<file path="config.mk">
export PLATFORM = sky130hd
export DESIGN_NAME = sync_word_frame_deframer
export DESIGN_NICKNAME = d
export VERILOG_FILES = /design/src/hw/rtl/swfd_pkg.sv /design/src/hw/rtl/sync_word_frame_deframer.sv /design/src/hw/rtl/swfd_front.sv /design/src/hw/rtl/swfd_queue.sv /design/src/hw/rtl/swfd_back.sv
export SDC_FILE = /design/constraint.sdc
export NUM_CORES = 1
export LEC_CHECK = 0
export BUFFER_PORTS_ARGS = -buffer_cell sky130_fd_sc_hd__buf_2
export CAP_MARGIN = 20
export CORE_MARGIN = 2
export CORE_UTILIZATION = 65
export CTS_BUF_LIST = sky130_fd_sc_hd__clkbuf_2
export DETAILED_ROUTE_END_ITERATION = 12
export GPL_TIMING_DRIVEN = 1
export PLACE_DENSITY = 0.86
export SYNTH_ARGS = -nofsm -noshare
export SYNTH_HDL_FRONTEND = slang
export SYNTH_HIERARCHICAL = 1
export SYNTH_SLANG_ARGS = --single-unit
</file>
<file path="constraint.sdc">
create_clock -name clk -period 12.5 [get_ports clk]
set_input_delay 3.125 -clock clk [delete_from_list [all_inputs] [get_ports clk]]
set_output_delay 3.125 -clock clk [all_outputs]
set_load 0.01 [all_outputs]
</file>
<file path="src/hw/rtl/swfd_pkg.sv">
package swfd_pkg;

	localparam int SIZE_FIELD_BYTES = 2;
	localparam int SEQ_BYTES        = 2;
	localparam int CHECKSUM_BYTES   = 4;
	localparam int MAX_FRAME_BYTES  = 4096;

	localparam int SIZE_ACC_W = 8 * SIZE_FIELD_BYTES;
	localparam int SEQ_ACC_W  = 8 * SEQ_BYTES;
	localparam int CKSUM_W    = 8 * CHECKSUM_BYTES;

	localparam int CFG_W     = 13;
	localparam int IDX_W     = 12;
	localparam int SEQ_OUT_W = 16;
	localparam int CNT_W     = 32;

	localparam logic [CFG_W-1:0] FRAME_SIZE_RESET = 13'd1024;

	localparam logic [7:0] SYNC_A = 8'h5A;
	localparam logic [7:0] SYNC_B = 8'hA5;

	localparam int QUEUE_DEPTH = 2;

	typedef enum logic [2:0] {
		EV_NONE    = 3'd0,
		EV_SYNC    = 3'd1,
		EV_LOST    = 3'd2,
		EV_SIZE    = 3'd3,
		EV_CKSUM   = 3'd4,
		EV_GOOD    = 3'd5
	} ev_t;

	typedef enum logic {
		OP_BYTE  = 1'b0,
		OP_CLEAR = 1'b1
	} op_t;

	// One classified word handed from the parser to the counter side.
	typedef struct packed {
		logic                 is_clear;
		logic                 payload_valid;
		logic [IDX_W-1:0]     payload_index;
		logic [7:0]           payload_byte;
		ev_t                  ev;
		logic [SEQ_OUT_W-1:0] seq_number;
	} item_t;

endpackage

</file>
<file path="src/hw/rtl/sync_word_frame_deframer.sv">
// Sync-word frame deframer. Received bytes enter one word per cycle on the
// input channel while in_stall is low; each word (or a counter-clear
// command) yields exactly one result word on the output channel, in order.
// The parser hunts for the sync word 5A A5 5A A5, checks the little-endian
// size field against expected_frame_size, then passes the sequence and data
// bytes out as payload while summing them, and compares the sum against the
// trailing 32-bit checksum. Events (sync, lost sync, size error, checksum
// error, good frame) and six wrapping 32-bit counters ride along with every
// result. Rate: one word per clock while in_stall is low; each result word
// is written into the queue, then registered in the output stage, where it
// is held while the output is stalled. The parser feeds a two-entry queue,
// and in_stall is simply that queue's full flag, so the input keeps flowing
// while one finished result waits on a stalled output. Write
// expected_frame_size only while no words are in flight.
module sync_word_frame_deframer (
	input  logic                           clk,
	input  logic                           arst_n,
	input  logic                           cfg_valid,
	output logic                           cfg_ready,
	input  logic [swfd_pkg::CFG_W-1:0]     cfg_data,
	input  logic                           in_valid,
	output logic                           in_stall,
	input  logic                           op,
	input  logic [7:0]                     rx_byte,
	output logic                           out_valid,
	input  logic                           out_stall,
	output logic                           payload_valid,
	output logic [swfd_pkg::IDX_W-1:0]     payload_index,
	output logic [7:0]                     payload_byte,
	output logic [2:0]                     event_res,
	output logic [swfd_pkg::SEQ_OUT_W-1:0] seq_number,
	output logic [swfd_pkg::CNT_W-1:0]     byte_count,
	output logic [swfd_pkg::CNT_W-1:0]     good_frame_count,
	output logic [swfd_pkg::CNT_W-1:0]     sync_count,
	output logic [swfd_pkg::CNT_W-1:0]     lost_sync_count,
	output logic [swfd_pkg::CNT_W-1:0]     size_error_count,
	output logic [swfd_pkg::CNT_W-1:0]     checksum_error_count
);
	import swfd_pkg::*;

	logic [CFG_W-1:0] frame_size_q;
	logic             q_full, q_empty, q_push, q_pop;
	item_t            push_item, pop_item;

	// The register write is always taken at once.
	assign cfg_ready = 1'b1;

	always_ff @(posedge clk or negedge arst_n) begin
		if (!arst_n) begin
			frame_size_q <= FRAME_SIZE_RESET;
		end else if (cfg_valid && cfg_ready) begin
			frame_size_q <= cfg_data;
		end
	end

	// Front: parse and classify each word, push one item per accepted word.
	swfd_front u_front (
		.clk                 (clk),
		.arst_n              (arst_n),
		.expected_frame_size (frame_size_q),
		.in_valid            (in_valid),
		.in_stall            (in_stall),
		.op                  (op),
		.rx_byte             (rx_byte),
		.q_full              (q_full),
		.q_push              (q_push),
		.q_item              (push_item)
	);

	// Decouple parser from the output handshake.
	swfd_queue u_queue (
		.clk       (clk),
		.arst_n    (arst_n),
		.push      (q_push),
		.push_item (push_item),
		.full      (q_full),
		.pop       (q_pop),
		.pop_item  (pop_item),
		.empty     (q_empty)
	);

	// Back: advance counters, hold the result until it is taken.
	swfd_back u_back (
		.clk                  (clk),
		.arst_n               (arst_n),
		.q_empty              (q_empty),
		.q_item               (pop_item),
		.q_pop                (q_pop),
		.out_valid            (out_valid),
		.out_stall            (out_stall),
		.payload_valid        (payload_valid),
		.payload_index        (payload_index),
		.payload_byte         (payload_byte),
		.event_res            (event_res),
		.seq_number           (seq_number),
		.byte_count           (byte_count),
		.good_frame_count     (good_frame_count),
		.sync_count           (sync_count),
		.lost_sync_count      (lost_sync_count),
		.size_error_count     (size_error_count),
		.checksum_error_count (checksum_error_count)
	);

endmodule

</file>
<file path="src/hw/rtl/swfd_front.sv">
module swfd_front (
	input  logic                       clk,
	input  logic                       arst_n,
	input  logic [swfd_pkg::CFG_W-1:0] expected_frame_size,
	input  logic                       in_valid,
	output logic                       in_stall,
	input  logic                       op,
	input  logic [7:0]                 rx_byte,
	input  logic                       q_full,
	output logic                       q_push,
	output swfd_pkg::item_t            q_item
);
	import swfd_pkg::*;

	typedef enum logic [3:0] {
		PS_LOST  = 4'd0,
		PS_HUNT0 = 4'd1,
		PS_HUNT1 = 4'd2,
		PS_HUNT2 = 4'd3,
		PS_HUNT3 = 4'd4,
		PS_SIZE  = 4'd5,
		PS_SEQ   = 4'd6,
		PS_DATA  = 4'd7,
		PS_CKSUM = 4'd8
	} ps_t;

	ps_t                   state_q, state_d;
	logic [IDX_W-1:0]      idx_q;
	logic [SIZE_ACC_W-1:0] size_q, size_d;
	logic [SEQ_ACC_W-1:0]  seq_q, seq_d;
	logic [31:0]           sum_q, sum_d;
	logic [CKSUM_W-1:0]    ck_q, ck_d;
	logic                  in_sync_q, in_sync_d;
	logic                  ever_q, ever_d;
	logic                  accept;
	logic [CFG_W-1:0]      idx_inc;
	logic [CFG_W-1:0]      eff_size;
	logic [CFG_W-1:0]      data_len;
	logic [31:0]           lane;
	ev_t                   ev;
	logic                  pvalid;
	logic [IDX_W-1:0]      pidx;

	assign in_stall = q_full;
	assign accept   = in_valid && !q_full;
	assign q_push   = accept;

	assign idx_inc = CFG_W'(idx_q) + CFG_W'(1);
	assign lane    = 32'(rx_byte) << {idx_q[1:0], 3'b000};

	always_comb begin
		if (expected_frame_size > CFG_W'(MAX_FRAME_BYTES)) begin
			eff_size = CFG_W'(MAX_FRAME_BYTES);
		end else begin
			eff_size = expected_frame_size;
		end
		if (eff_size < CFG_W'(SEQ_BYTES + CHECKSUM_BYTES + 1)) begin
			data_len = CFG_W'(1);
		end else begin
			data_len = eff_size - CFG_W'(SEQ_BYTES + CHECKSUM_BYTES);
		end
	end

	always_comb begin
		state_d   = state_q;
		size_d    = size_q;
		seq_d     = seq_q;
		sum_d     = sum_q;
		ck_d      = ck_q;
		in_sync_d = in_sync_q;
		ever_d    = ever_q;
		ev        = EV_NONE;
		pvalid    = 1'b0;
		pidx      = '0;
		case (state_q)
			PS_LOST, PS_HUNT0: begin
				if (state_q == PS_LOST) begin
					in_sync_d = 1'b0;
					if (ever_q) begin
						ev = EV_LOST;
					end
				end
				if (rx_byte == SYNC_A) begin
					state_d = PS_HUNT1;
				end else if (in_sync_d) begin
					state_d = PS_LOST;
				end else begin
					state_d = PS_HUNT0;
				end
			end
			PS_HUNT1: begin
				state_d = (rx_byte == SYNC_B) ? PS_HUNT2 : PS_LOST;
			end
			PS_HUNT2: begin
				state_d = (rx_byte == SYNC_A) ? PS_HUNT3 : PS_LOST;
			end
			PS_HUNT3: begin
				if (rx_byte == SYNC_B) begin
					state_d   = PS_SIZE;
					ever_d    = 1'b1;
					in_sync_d = 1'b1;
					ev        = EV_SYNC;
				end else begin
					state_d = PS_LOST;
				end
			end
			PS_SIZE: begin
				size_d = ((idx_q == '0) ? '0 : size_q) + SIZE_ACC_W'(lane);
				if (idx_inc >= CFG_W'(SIZE_FIELD_BYTES)) begin
					if (32'(size_d) != 32'(expected_frame_size)) begin
						state_d   = PS_HUNT0;
						in_sync_d = 1'b0;
						ev        = EV_SIZE;
					end else begin
						state_d = PS_SEQ;
					end
				end
			end
			PS_SEQ: begin
				seq_d  = ((idx_q == '0) ? '0 : seq_q) + SEQ_ACC_W'(lane);
				sum_d  = ((idx_q == '0) ? '0 : sum_q) + 32'(rx_byte);
				pvalid = 1'b1;
				pidx   = idx_q;
				if (idx_inc >= CFG_W'(SEQ_BYTES)) begin
					state_d = PS_DATA;
				end
			end
			PS_DATA: begin
				sum_d  = sum_q + 32'(rx_byte);
				pvalid = 1'b1;
				pidx   = idx_q + IDX_W'(SEQ_BYTES);
				if (idx_inc >= data_len) begin
					state_d = PS_CKSUM;
				end
			end
			PS_CKSUM: begin
				ck_d = ((idx_q == '0) ? '0 : ck_q) + CKSUM_W'(lane);
				if (idx_inc >= CFG_W'(CHECKSUM_BYTES)) begin
					ev      = (ck_d == sum_q[CKSUM_W-1:0]) ? EV_GOOD : EV_CKSUM;
					state_d = PS_HUNT0;
				end
			end
			default: begin
				state_d = PS_LOST;
			end
		endcase
	end

	always_comb begin
		q_item.is_clear      = (op == OP_CLEAR);
		q_item.payload_valid = 1'b0;
		q_item.payload_index = '0;
		q_item.payload_byte  = '0;
		q_item.ev            = EV_NONE;
		q_item.seq_number    = SEQ_OUT_W'(seq_q);
		if (op == OP_BYTE) begin
			q_item.payload_valid = pvalid;
			q_item.payload_index = pidx;
			q_item.payload_byte  = pvalid ? rx_byte : 8'd0;
			q_item.ev            = ev;
			q_item.seq_number    = SEQ_OUT_W'(seq_d);
		end
	end

	always_ff @(posedge clk or negedge arst_n) begin
		if (!arst_n) begin
			state_q   <= PS_LOST;
			idx_q     <= '0;
			size_q    <= '0;
			seq_q     <= '0;
			sum_q     <= '0;
			ck_q      <= '0;
			in_sync_q <= 1'b0;
			ever_q    <= 1'b0;
		end else if (accept && op == OP_BYTE) begin
			state_q   <= state_d;
			idx_q     <= (state_d != state_q) ? '0 : idx_q + IDX_W'(1);
			size_q    <= size_d;
			seq_q     <= seq_d;
			sum_q     <= sum_d;
			ck_q      <= ck_d;
			in_sync_q <= in_sync_d;
			ever_q    <= ever_d;
		end
	end

endmodule

</file>
<file path="src/hw/rtl/swfd_queue.sv">
module swfd_queue (
	input  logic            clk,
	input  logic            arst_n,
	input  logic            push,
	input  swfd_pkg::item_t push_item,
	output logic            full,
	input  logic            pop,
	output swfd_pkg::item_t pop_item,
	output logic            empty
);
	import swfd_pkg::*;

	localparam int AW = (QUEUE_DEPTH > 1) ? $clog2(QUEUE_DEPTH) : 1;
	localparam int CW = $clog2(QUEUE_DEPTH + 1);

	item_t         mem_q [QUEUE_DEPTH];
	logic [AW-1:0] wptr_q, rptr_q;
	logic [CW-1:0] count_q;

	assign full     = (count_q == CW'(QUEUE_DEPTH));
	assign empty    = (count_q == '0);
	assign pop_item = mem_q[rptr_q];

	always_ff @(posedge clk) begin
		if (push) begin
			mem_q[wptr_q] <= push_item;
		end
	end

	always_ff @(posedge clk or negedge arst_n) begin
		if (!arst_n) begin
			wptr_q  <= '0;
			rptr_q  <= '0;
			count_q <= '0;
		end else begin
			if (push) begin
				wptr_q <= (wptr_q == AW'(QUEUE_DEPTH - 1)) ? '0 : wptr_q + AW'(1);
			end
			if (pop) begin
				rptr_q <= (rptr_q == AW'(QUEUE_DEPTH - 1)) ? '0 : rptr_q + AW'(1);
			end
			if (push && !pop) begin
				count_q <= count_q + CW'(1);
			end else if (pop && !push) begin
				count_q <= count_q - CW'(1);
			end
		end
	end

endmodule

</file>
<file path="src/hw/rtl/swfd_back.sv">
module swfd_back (
	input  logic                           clk,
	input  logic                           arst_n,
	input  logic                           q_empty,
	input  swfd_pkg::item_t                q_item,
	output logic                           q_pop,
	output logic                           out_valid,
	input  logic                           out_stall,
	output logic                           payload_valid,
	output logic [swfd_pkg::IDX_W-1:0]     payload_index,
	output logic [7:0]                     payload_byte,
	output logic [2:0]                     event_res,
	output logic [swfd_pkg::SEQ_OUT_W-1:0] seq_number,
	output logic [swfd_pkg::CNT_W-1:0]     byte_count,
	output logic [swfd_pkg::CNT_W-1:0]     good_frame_count,
	output logic [swfd_pkg::CNT_W-1:0]     sync_count,
	output logic [swfd_pkg::CNT_W-1:0]     lost_sync_count,
	output logic [swfd_pkg::CNT_W-1:0]     size_error_count,
	output logic [swfd_pkg::CNT_W-1:0]     checksum_error_count
);
	import swfd_pkg::*;

	logic                 out_valid_q;
	logic                 pvalid_q;
	logic [IDX_W-1:0]     pidx_q;
	logic [7:0]           pbyte_q;
	ev_t                  ev_q;
	logic [SEQ_OUT_W-1:0] seq_q;
	logic [CNT_W-1:0]     bytes_q, good_q, sync_q, lost_q, size_q, cksum_q;

	// Counters double as the output register: they only move on a pop.
	assign q_pop = !q_empty && (!out_valid_q || !out_stall);

	assign out_valid            = out_valid_q;
	assign payload_valid        = pvalid_q;
	assign payload_index        = pidx_q;
	assign payload_byte         = pbyte_q;
	assign event_res            = ev_q;
	assign seq_number           = seq_q;
	assign byte_count           = bytes_q;
	assign good_frame_count     = good_q;
	assign sync_count           = sync_q;
	assign lost_sync_count      = lost_q;
	assign size_error_count     = size_q;
	assign checksum_error_count = cksum_q;

	always_ff @(posedge clk) begin
		if (q_pop) begin
			pvalid_q <= q_item.payload_valid;
			pidx_q   <= q_item.payload_index;
			pbyte_q  <= q_item.payload_byte;
			ev_q     <= q_item.ev;
			seq_q    <= q_item.seq_number;
		end
	end

	always_ff @(posedge clk or negedge arst_n) begin
		if (!arst_n) begin
			out_valid_q <= 1'b0;
			bytes_q     <= '0;
			good_q      <= '0;
			sync_q      <= '0;
			lost_q      <= '0;
			size_q      <= '0;
			cksum_q     <= '0;
		end else begin
			if (q_pop) begin
				out_valid_q <= 1'b1;
			end else if (!out_stall) begin
				out_valid_q <= 1'b0;
			end
			if (q_pop) begin
				if (q_item.is_clear) begin
					bytes_q <= '0;
					good_q  <= '0;
					sync_q  <= '0;
					lost_q  <= '0;
					size_q  <= '0;
					cksum_q <= '0;
				end else begin
					bytes_q <= bytes_q + CNT_W'(1);
					case (q_item.ev)
						EV_SYNC:  sync_q  <= sync_q + CNT_W'(1);
						EV_LOST:  lost_q  <= lost_q + CNT_W'(1);
						EV_SIZE:  size_q  <= size_q + CNT_W'(1);
						EV_CKSUM: cksum_q <= cksum_q + CNT_W'(1);
						EV_GOOD:  good_q  <= good_q + CNT_W'(1);
						default: begin
						end
					endcase
				end
			end
		end
	end

endmodule
</file>
==> reports/metrics.csv <==
stage,metric,value,unit
logic_synthesis,asr flop ratio synth,0.7265,
power,switching power share of the total,0.4013,
clocking,CTS tree,done,
final_layout,P&R area growth vs syn,9.293,%
floorplan,Die X,208.9,um
logic_synthesis,Post-synth EDFFs,122,
drt,number of routed nets with antenna violations,0,
clocking,CTS Sinks,446,
global_routing,largest net degree at the start of global routing,119,
drt,per-cell routed wire length,19.47,um
setup_path,CP required,13.55,ns
sta,Final period util,0.5106,
clocking,post_cts resized,0,
final_layout,fillers,3098,
clocking,clock transition at the registers of the reported paths,0.09,ns
global_routing,first-pass GRT wire length,115.4,mm
drt,DRC viols,0,
global_routing,vias in the first global route,22260,
setup_path,Worst Path Max Fanout,19,
drt,number of vias per cell,6.288,
flow_run,max_cap viols,0,
min_path,hold crit path type,register to register,
clocking,CTS Buf Count,115,
setup_path,Worst R2R Path Depth,20,
floorplan,die height,208.9,um
sta,RSZ-0062 raised after global routing,false,
global_routing,gr ovfl total,0,
sta,setup TNS,0,ns
floorplan,io pins,262,
drt,initial DRC count,2729,
drt,total wire length,72.79,mm
clocking,Clock Tree Buf Depth,3,
logic_synthesis,yosys synthesis warning count,6,
min_path,Hold Path Depth,2,
floorplan,die area,0.04364,mm^2
power,worst vdd ir,0.00009661,V
setup_path,Worst setup SP type,register,
logic_synthesis,Syn Inst Count,2853,
power,Pleak,13.69,nW
clocking,post-CTS setup buffers,0,
logic_synthesis,syn_area_per_cell,9.566,um^2
placed_design,IO Port Bufs,260,
logic_synthesis,synthesis-stage register bit count,446,
placed_design,Setup WS pre-CTS,5.308,ns
power,Comb power frac,0.361,
sta,Fin. Hold Viols,0,
drt,vias,23510,
global_routing,initial antenna violation count,1,
logic_synthesis,syn nets,2978,
clocking,Root Driver,clkbuf_2,
setup_path,Setup Crit Path Kind,register to register,
clocking,Clock Latency Late Sink,1.17,ns
sta,Tmin final,6.382,ns
sta,Rel. slew slack,0.2177,
placed_design,Final HPWL DP,52.25,mm
setup_path,CP arrival,7.44,ns
sta,endpoints failing setup,0,
logic_synthesis,mapped cell area,0.02729,mm^2
placed_design,Placer Congestion,0.9749,
sta,final hold slack,0.4552,ns
power,pwr dens,150.9,mW/mm^2
final_layout,layout cells sized above 1,0.1929,
outcome,outcome,completed,
sta,final setup margin,6.118,ns
power,Reg power frac,0.416,
logic_synthesis,ys flop type,dfrtp_1,
power,Internal,2.694,mW
logic_synthesis,register area share after synthesis,0.4314,
sta,Max Freq,156.7,MHz
final_layout,Post-layout nets,3227,
power,P_sw,1.806,mW
drt,Pre-Repair DR Iteration Count,6,
sta,max-slew violations,0,
floorplan,core area,0.04167,mm^2
sta,skew final,0.06967,ns
sta,worst-margin pin slew,1.163,ns
logic_synthesis,post-synth cell types,104,
clocking,cts hold-fix bufs,0,
setup_path,Worst Setup End Kind,register,
clocking,H-tree depth,3,
power,clock power share,0.223,
floorplan,row count,75,
floorplan,Starting Density,0.6550,
global_routing,GRT Total Usage,0.3272,
[cells in the mapped netlist, types with 8 or more instances]
cell type,n,area share
dfrtp_1,323,0.30
nand2_1,273,0.038
nor2_1,268,0.037
xnor2_1,155,0.050
o21ai_0,146,0.027
edfxtp_1,122,0.13
clkbuf_1,121,0.017
a21oi_1,118,0.022
nand3_1,113,0.021
xor2_1,107,0.034
and2_1,101,0.023
ha_1,94,0.043
nand4_1,78,0.018
nor3_1,76,0.014
inv_1,70,0.0096
and3_1,64,0.015
nor4_1,57,0.013
mux2_4,49,0.027
or3_1,39,0.0089
mux2_2,38,0.016
a21o_1,34,0.0094
nor2b_1,29,0.0066
and4_1,23,0.0074
mux2i_1,22,0.0081
nand2b_1,21,0.0048
a31oi_1,17,0.0039
o2111ai_1,16,0.0051
nand3b_1,15,0.0041
o21a_1,15,0.0041
o211ai_1,14,0.0039
a211oi_1,12,0.0033
o31ai_1,12,0.0033
or2_2,12,0.0028
nor3b_1,9,0.0025
o21bai_1,9,0.0025
buf_1,8,0.0011
[placed cells by master (no fill, tap or decap), types with 94 or more instances in the layout]
cell type,n
edfxtp_1,122
nor2_1,267
ha_1,94
xnor2_1,155
a21oi_1,118
o21ai_0,146
dfrtp_1,322
xor2_1,107
buf_2,259
and2_1,100
clkbuf_2,181
nand3_1,113
nand2_1,273
[flip-flops by register name, summed over array words and instances (netlist names), 2 cells and up]
| signal | flops |
|---|---|
| u_front/size_q | 16 |
| u_queue/mem_q | 82 |
| u_back/payload_byte | 8 |
| u_front/state_q | 4 |
| u_back/byte_count | 32 |
| u_back/checksum_error_count | 32 |
| frame_size_q | 13 |
| u_front/seq_q | 16 |
| u_back/payload_index | 12 |
| u_front/idx_q | 12 |
| u_front/sum_q | 32 |
| u_back/good_frame_count | 32 |
| u_back/size_error_count | 32 |
| u_back/lost_sync_count | 32 |
| u_back/event_res | 3 |
| u_front/ck_q | 32 |
| u_back/sync_count | 32 |
| u_queue/count_q | 2 |
| u_back/seq_number | 16 |
[worst max-delay path: stages (launching register included)]
cell and delay, ns:
dfrtp_1 0.47, or3_1 0.43, or2_2 0.31, nand2b_1 0.19, nand3b_1 0.26, o41ai_1 0.78
o21ai_0 0.29, o21ai_0 0.20, o211ai_1 0.12, o21ai_0 0.08, nand2_1 0.08, ha_1 0.33
a211oi_1 0.29, a311oi_1 0.22, o21ai_0 0.67, o21ai_0 0.16, a221oi_1 0.38, nand4b_1 0.28
a211o_4 0.43, nor3b_1 0.25, a21o_1 0.11
[final timing paths]
kind                                               end             from  slack [ns]
max reg2reg                           u_front/idx_q[2]  frame_size_q[3]        6.12
min reg2reg                             u_front/ever_q   u_front/ever_q        0.46
max in group asynchronous              frame_size_q[5]           arst_n        8.12
min in group asynchronous  u_back/size_error_count[24]           arst_n        2.00
min                                     u_front/ever_q   u_front/ever_q        0.46
max                                   u_front/idx_q[2]  frame_size_q[3]        6.12
[power groups by stage]
stage	clock network (mW)	registers, mW	logic (mW)
finish	1.00	1.87	1.63
global route	1.10	1.90	1.75
CTS	1.03	1.87	1.60
detailed placement	0	1.90	1.59
global placement	0	1.89	1.56
floorplan	0	1.91	1.11
[cell type report]
type / count / area, um^2 / share of cell area
Multi-Input combinational cell: 2186 / 14580 / 0.4889
Sequential cell: 446 / 11770 / 0.3947
Timing Repair Buffer: 282 / 1474 / 0.04941
Clock buffer: 180 / 900.9 / 0.03020
Tap cell: 539 / 674.4 / 0.02261
Inverter: 71 / 266.5 / 0.008935
Clock inverter: 29 / 142.6 / 0.004782
Antenna cell: 5 / 12.51 / 0.0004195
[kinds of logic after synthesis]
family | after synthesis | synth area share
compound gates | 479 | 0.1134
xor+xnor | 268 | 0.08913
fa+ha+maj | 98 | 0.04603
buf+inv | 221 | 0.03516
flops | 446 | 0.4314
mux | 109 | 0.05071
other cells | 1 | 0.0001374
simple gates | 1231 | 0.2341
[routing by layer]
metal / vias up / GRT usage / routed length [um]
met2: 1143 / 0.5274 / 34300
met1: 11320 / 0.4342 / 29950
met3: 214 / 0.05726 / 5387
met5: - / 0 / 0
met4: 0 / 0.1510 / 3153
li1: 10830 / - / -
[metrics by stage]
stage	utilization	cells	total power [mW]	instance area (um^2)
after floorplan	-	2853	3.020	27290
after global placement	0.6902	3522	3.444	28760
after detailed placement	0.6902	3522	3.493	28760
after CTS	0.7153	3731	4.506	29800
after global routing	0.7156	3734	4.752	29820
final	0.7159	3738	4.501	29830
(Power assumes the default switching activity.)
